$ cat src/smpd_pkg.sv
// Shared types and constants for the serial mouse packet decoder.
// Holds the byte-position state, the decoder state record and the report word.
// No dependencies.
package smpd_pkg;

    localparam logic [7:0] MIDDLE_PRESS_BYTE   = 8'h20;
    localparam logic [7:0] MIDDLE_RELEASE_BYTE = 8'h00;
    localparam int         START_BIT           = 6;
    localparam int         LEFT_BIT            = 5;
    localparam int         RIGHT_BIT           = 4;

    localparam logic KIND_PACKET = 1'b0;
    localparam logic KIND_MIDDLE = 1'b1;

    typedef enum logic [1:0] {
        POS_HUNT   = 2'd0,
        POS_SECOND = 2'd1,
        POS_THIRD  = 2'd2
    } t_pos;

    typedef struct packed {
        logic       right_release;
        logic       left_release;
        logic       right_press;
        logic       left_press;
    } t_flags;

    typedef struct packed {
        t_pos       pos;
        logic [7:0] first_byte;
        logic [5:0] second_low;
        logic       left_down;
        logic       right_down;
        logic [7:0] last_dx;
        logic [7:0] last_dy;
        t_flags     last_flags;
    } t_state;

    localparam t_state STATE_RESET = '{
        pos:        POS_HUNT,
        first_byte: 8'h00,
        second_low: 6'h00,
        left_down:  1'b0,
        right_down: 1'b0,
        last_dx:    8'h00,
        last_dy:    8'h00,
        last_flags: '0
    };

    typedef struct packed {
        logic       kind;
        logic [7:0] dx;
        logic [7:0] dy;
        t_flags     flags;
        logic       middle_press;
        logic       middle_release;
    } t_report;

endpackage

$ cat src/smpd_decode.sv
// Per-byte decode logic: next decoder state and the report word for one byte.
// Purely combinational; uses smpd_pkg.
module smpd_decode (
    input  logic [7:0]      i_rx_byte,
    input  smpd_pkg::t_state i_state,
    output smpd_pkg::t_state o_next_state,
    output logic            o_emit,
    output smpd_pkg::t_report o_report
);
    import smpd_pkg::*;

    always_comb begin
        logic lp;
        logic rp;
        logic lr;
        logic rr;
        o_next_state = i_state;
        lp = i_state.first_byte[LEFT_BIT];
        rp = i_state.first_byte[RIGHT_BIT];
        lr = 1'b0;
        rr = 1'b0;
        unique case (i_state.pos)
            POS_SECOND: begin
                o_next_state.second_low = i_rx_byte[5:0];
                o_next_state.pos        = POS_THIRD;
            end
            POS_THIRD: begin
                o_next_state.last_dx = {i_state.first_byte[1:0], i_state.second_low};
                o_next_state.last_dy = {i_state.first_byte[3:2], i_rx_byte[5:0]};
                if (lp) begin
                    o_next_state.left_down = 1'b1;
                end
                if (rp) begin
                    o_next_state.right_down = 1'b1;
                end
                if (!lp && !rp) begin
                    lr = i_state.left_down;
                    rr = i_state.right_down;
                    o_next_state.left_down  = 1'b0;
                    o_next_state.right_down = 1'b0;
                end
                o_next_state.last_flags = '{right_release: rr, left_release: lr,
                                            right_press: rp, left_press: lp};
                o_next_state.pos = POS_HUNT;
            end
            default: begin
                o_next_state.pos = POS_HUNT;
                if (i_rx_byte[START_BIT]) begin
                    o_next_state.first_byte = i_rx_byte;
                    o_next_state.pos        = POS_SECOND;
                end
            end
        endcase
    end

    always_comb begin
        o_emit                  = 1'b0;
        o_report.kind           = KIND_PACKET;
        o_report.dx             = o_next_state.last_dx;
        o_report.dy             = o_next_state.last_dy;
        o_report.flags          = o_next_state.last_flags;
        o_report.middle_press   = 1'b0;
        o_report.middle_release = 1'b0;
        unique case (i_state.pos)
            POS_SECOND: begin
                o_emit = 1'b0;
            end
            POS_THIRD: begin
                o_emit = 1'b1;
            end
            default: begin
                if (i_rx_byte == MIDDLE_PRESS_BYTE) begin
                    o_emit                = 1'b1;
                    o_report.kind         = KIND_MIDDLE;
                    o_report.middle_press = 1'b1;
                end else if (i_rx_byte == MIDDLE_RELEASE_BYTE) begin
                    o_emit                  = 1'b1;
                    o_report.kind           = KIND_MIDDLE;
                    o_report.middle_release = 1'b1;
                end
            end
        endcase
    end

endmodule

$ cat src/serial_mouse_packet_decoder_top.sv
// Serial mouse packet decoder: each report word is registered and appears in the cycle after its byte is accepted.
// Throughput one byte per cycle while o_in_stall is low; o_in_stall rises only while a held report is stalled.
// Synchronous active-low reset returns to hunting with cleared button and motion history.
// File: top level; instantiates smpd_decode, uses smpd_pkg.
module serial_mouse_packet_decoder_top (
    input  logic              i_clk,
    input  logic              i_rst_n,
    input  logic              i_in_valid,
    output logic              o_in_stall,
    input  logic [7:0]        i_rx_byte,
    output logic              o_out_valid,
    input  logic              i_out_stall,
    output logic              o_report_kind,
    output logic signed [7:0] o_dx,
    output logic signed [7:0] o_dy,
    output logic              o_left_press,
    output logic              o_right_press,
    output logic              o_left_release,
    output logic              o_right_release,
    output logic              o_middle_press,
    output logic              o_middle_release
);
    import smpd_pkg::*;

    t_state  r_state;
    t_state  n_state;
    t_report r_out;
    t_report dec_report;
    logic    r_out_valid;
    logic    dec_emit;
    logic    in_accept;

    smpd_decode u_decode (
        .i_rx_byte    (i_rx_byte),
        .i_state      (r_state),
        .o_next_state (n_state),
        .o_emit       (dec_emit),
        .o_report     (dec_report)
    );

    assign o_in_stall = r_out_valid && i_out_stall;
    assign in_accept  = i_in_valid && !o_in_stall;

    always_ff @(posedge i_clk) begin
        if (!i_rst_n) begin
            r_state     <= STATE_RESET;
            r_out_valid <= 1'b0;
        end else begin
            if (in_accept) begin
                r_state <= n_state;
            end
            if (in_accept && dec_emit) begin
                r_out_valid <= 1'b1;
            end else if (!i_out_stall) begin
                r_out_valid <= 1'b0;
            end
        end
    end

    always_ff @(posedge i_clk) begin
        if (in_accept && dec_emit) begin
            r_out <= dec_report;
        end
    end

    assign o_out_valid      = r_out_valid;
    assign o_report_kind    = r_out.kind;
    assign o_dx             = r_out.dx;
    assign o_dy             = r_out.dy;
    assign o_left_press     = r_out.flags.left_press;
    assign o_right_press    = r_out.flags.right_press;
    assign o_left_release   = r_out.flags.left_release;
    assign o_right_release  = r_out.flags.right_release;
    assign o_middle_press   = r_out.middle_press;
    assign o_middle_release = r_out.middle_release;

endmodule

$ cat config.mk
export PLATFORM = sky130hd
export DESIGN_NAME = serial_mouse_packet_decoder_top
export DESIGN_NICKNAME = d
export VERILOG_FILES = /design/src/smpd_pkg.sv /design/src/smpd_decode.sv /design/src/serial_mouse_packet_decoder_top.sv
export SDC_FILE = /design/constraint.sdc
export NUM_CORES = 1
export LEC_CHECK = 0
export BUFFER_PORTS_ARGS = -buffer_cell sky130_fd_sc_hd__buf_4
export CORE_ASPECT_RATIO = 0.8
export CORE_MARGIN = 2
export CORE_UTILIZATION = 35
export DETAILED_ROUTE_END_ITERATION = 10
export GPL_ROUTABILITY_DRIVEN = 0
export PLACE_DENSITY = 0.54
export SLEW_MARGIN = 0
export SYNTH_ARGS = -nofsm -noshare
export SYNTH_HDL_FRONTEND = slang
export SYNTH_SLANG_ARGS = --single-unit
$ cat constraint.sdc
create_clock -name i_clk -period 3.4 [get_ports i_clk]
set_clock_uncertainty 0.05 [all_clocks]
set_input_delay 0 -clock i_clk [delete_from_list [all_inputs] [get_ports i_clk]]
set_output_delay 0 -clock i_clk [all_outputs]
set_load 0.02 [all_outputs]
==> flow_metrics.tcl <==
set metrics [dict create \
    synth-seq-cells 60 \
    clkTransAtPathRegs_ns 0.06 \
    end_kind "register" \
    viasPerCell 4.74 \
    cts_made_buffers 9 \
    portBuffers 36 \
    synth.distinct_cells 31 \
    crit_required_ns 3.38 \
    crit_chain "inv_1 > ha_1 > nor4b_1 > nand2_1 > a21oi_2 > buf_4" \
    pwr-share-seq_pct 53.5 \
    drc 0 \
    setup_tns_ns 0 \
    setup_viol 0 \
    synthTopCellsByCount "60 x nand2_1, 37 x dfxtp_1, 23 x edfxtp_1" \
    slew_headroom_pct 38.7 \
    switching_share_pct 21.9 \
    dpl_cell_area_sq_mm 0.00275 \
    ir_drop_v 0.000203 \
    fin_crit_sh_pct 74.8 \
    met1Wirelength_um 2360 \
    slew_violations 0 \
    top_layer_used "met4" \
    pwr-share-comb_pct 5.6 \
    yosysSeqAreaShare_pct 58.9 \
    pin_count 37 \
    areaGrowthSynthToFinish_pct 23.9 \
    holdWs_ns 0.0662 \
    rsz0062_at_grt "no" \
    start_kind "register" \
    met3_length_um 237 \
    core_sq_mm 0.00679 \
    power.internal_mw 1.10 \
    switching_power_mw 0.310 \
    synthCells 215 \
    clk_latency_ns 0.33 \
    clock_power_share_pct 40.9 \
    worstSetupPathType "register to register" \
    ys_warn_count 0 \
    synthArstFlopShare_pct 0 \
    synth_top_area_share_pct 30.5 \
    cp_max_fo 13 \
    yosysMostFrequentCell "nand2_1" \
    status "finished, final reports clean" \
    layout-drive-gt1-share_pct 27.7 \
    maxCapViolations 0 \
    rrSetupSlack_ns 0.86 \
    grt_max_degree 44 \
    routed-via-count 1665 \
    dpl.hpwl_um 3130 \
    dr_wl_met2_um 2350 \
    fin_nets 274 \
    fin_area_sq_mm 0.00301 \
    r2r_cells 6 \
    synth_area_sq_mm 0.00243 \
    synth_edf_count 23 \
    firstDrtPassIters 4 \
    layout_min_cycle_time_ns 2.54 \
    ys.flop_type "dfxtp_1" \
    rows 27 \
    worst_slew_pin_slew_ns 0.920 \
    die_area_sq_mm 0.00763 \
    powerDensity_mw_per_mm2 470 \
    synth_area_per_cell_sq_um 11.3 \
    diodes 0 \
    grt_pass1_wl_um 8290 \
    antenna_found_initial 0 \
    hp-class "primary input to register" \
    grt-ovfl-total 0 \
    grt_pass1_vias 1616 \
    grt_use_total_pct 14.3 \
    numClockSinks 60 \
    fillers 664 \
    cp_slowest_cell "a21oi_2" \
    min_path_cells 2 \
    critPathArrivalTime_ns 2.52 \
    drt_wl_total_um 5020 \
    slowest_delay_ns 0.66 \
    syn-num-nets 229 \
    dr.first_iter.drc_count 63 \
    wl_per_cell_um 14.3 \
    ctsResizeCount 0 \
    clock_path_buffers 2 \
    fmax_mhz 393 \
    start_util_pct 35.8 \
    hp-start "i_rst_n" \
    tritoncts "yes" \
    reg2reg_to "o_dx[5]$_DFFE_PP_" \
    root_buffer "clkbuf_8" \
    setup_slack_ns 0.856 \
    die_height_um 78.5 \
    die_w_um 97.1 \
    cts_max_level 3 \
    yosys.area.top_type "dfxtp_1" \
    post-place-ws_ns 0.868 \
    hold_viol 0 \
    synth_area_leaders "dfxtp_1 30%, edfxtp_1 28%, nand2_1 9.3%, mux2_2 7.9%, mux2i_1 4.9%" \
    min_to "r_state[36]$_SDFFE_PN0N_" \
    leakage_nw 1.19 \
    ant_nets 0 \
    r2r-start "r_state[36]$_SDFFE_PN0N_" \
]
[worst max-delay path: cells and delay by family, from the launching register on]
family,cells,cell delay (ns)
compound gates,1,0.66
simple gates,2,0.50
buf+inv,2,0.41
flops,1,0.33
fa+ha+maj,1,0.29
[layout make-up]
type	count	area, sq um	area share, %
Clock buffer	13	169	5.61
Multi-Input combinational cell	137	898	29.9
Clock inverter	2	10.0	0.333
Timing Repair Buffer	47	373	12.4
Tap cell	87	109	3.62
Inverter	5	18.8	0.624
Sequential cell	60	1430	47.6
[metrics by stage]
| stage | power [mW] | instances | util [%] |
|---|---|---|---|
| after floorplan | 0.821 | 215 | - |
| after global routing | 1.48 | 351 | 44.3 |
| after CTS | 1.44 | 351 | 44.3 |
| after detailed placement | 0.845 | 328 | 40.5 |
| final | 1.41 | 351 | 44.3 |
| after global placement | 0.845 | 328 | 40.5 |
[worst max path at each step]
| stage | depth (start not counted) | endpoint | from |
|---|---|---|---|
| after floorplan | 5 | o_dx[0]$_DFFE_PP_ | r_state[36]$_SDFFE_PN0N_ |
| after global placement | 6 | o_dy[3]$_DFFE_PP_ | r_state[36]$_SDFFE_PN0N_ |
| after detailed placement | 6 | o_dy[0]$_DFFE_PP_ | r_state[36]$_SDFFE_PN0N_ |
| after CTS | 6 | o_dy[2]$_DFFE_PP_ | r_state[36]$_SDFFE_PN0N_ |
| after global routing | 6 | o_dx[5]$_DFFE_PP_ | r_state[36]$_SDFFE_PN0N_ |
| final | 6 | o_dx[5]$_DFFE_PP_ | r_state[36]$_SDFFE_PN0N_ |
[registers in the layout, indices dropped and copies added (netlist names)]
| register | count |
|---|---|
| o_dx | 8 |
| o_dy | 8 |
| o_left_press | 1 |
| o_left_release | 1 |
| o_middle_press | 1 |
| o_middle_release | 1 |
| o_out_valid | 1 |
| o_report_kind | 1 |
| o_right_press | 1 |
| o_right_release | 1 |
| r_state | 36 |
[power by group through the flow]
stage | Sequential, mW | Combinational, mW | Clock (mW)
finish | 0.757 | 0.0785 | 0.578
global route | 0.757 | 0.0868 | 0.641
CTS | 0.756 | 0.0798 | 0.605
detailed placement | 0.772 | 0.0731 | 0
global placement | 0.772 | 0.0727 | 0
floorplan | 0.772 | 0.0488 | 0
[cells by family after synthesis]
| family | Yosys count | share of synthesized area, % |
|---|---|---|
| and+or+nand+nor | 72 | 12.3 |
| DFF | 60 | 58.9 |
| AOI/OAI and AO/OA | 33 | 10.2 |
| muxes | 30 | 13.3 |
| buffers and inverters | 18 | 4.22 |
| adders and majority gates | 2 | 1.03 |
[timing repair]
action	CTS	global route
endpoints found under the hold margin	21	0
hold buffers	8	0
buffers inserted	0	0
[cells in the final DEF, fill, tap and decap left out]
cell type       n
nand2_1        60
buf_4          39
dfxtp_1        37
edfxtp_1       23
mux2_2         17
a21boi_1       16
mux2i_1        12
clkbuf_8       12
dlygate4sd3_1   8
inv_1           5
a21boi_0        5
o21ai_0         3
a22o_1          2
and3_1          2
nor3_1          2
o32ai_1         2
nand3_1         2
nor2_1          2
ha_1            2
clkinv_2        2
mux2_1          1
nor4b_1         1
nor4_1          1
nand2b_1        1
a21bo_1         1
a21oi_2         1
nor3b_2         1
a21boi_2        1
a31oi_1         1
o21a_1          1
clkbuf_1        1
[layer usage]
metal  GRT usage, %  vias to the layer above
met4           4.65                        0
met5              0                        -
met1           17.8                      794
met2           22.4                       32
li1               -                      832
met3           6.14                        7
Power figures use the tool's default switching activity.
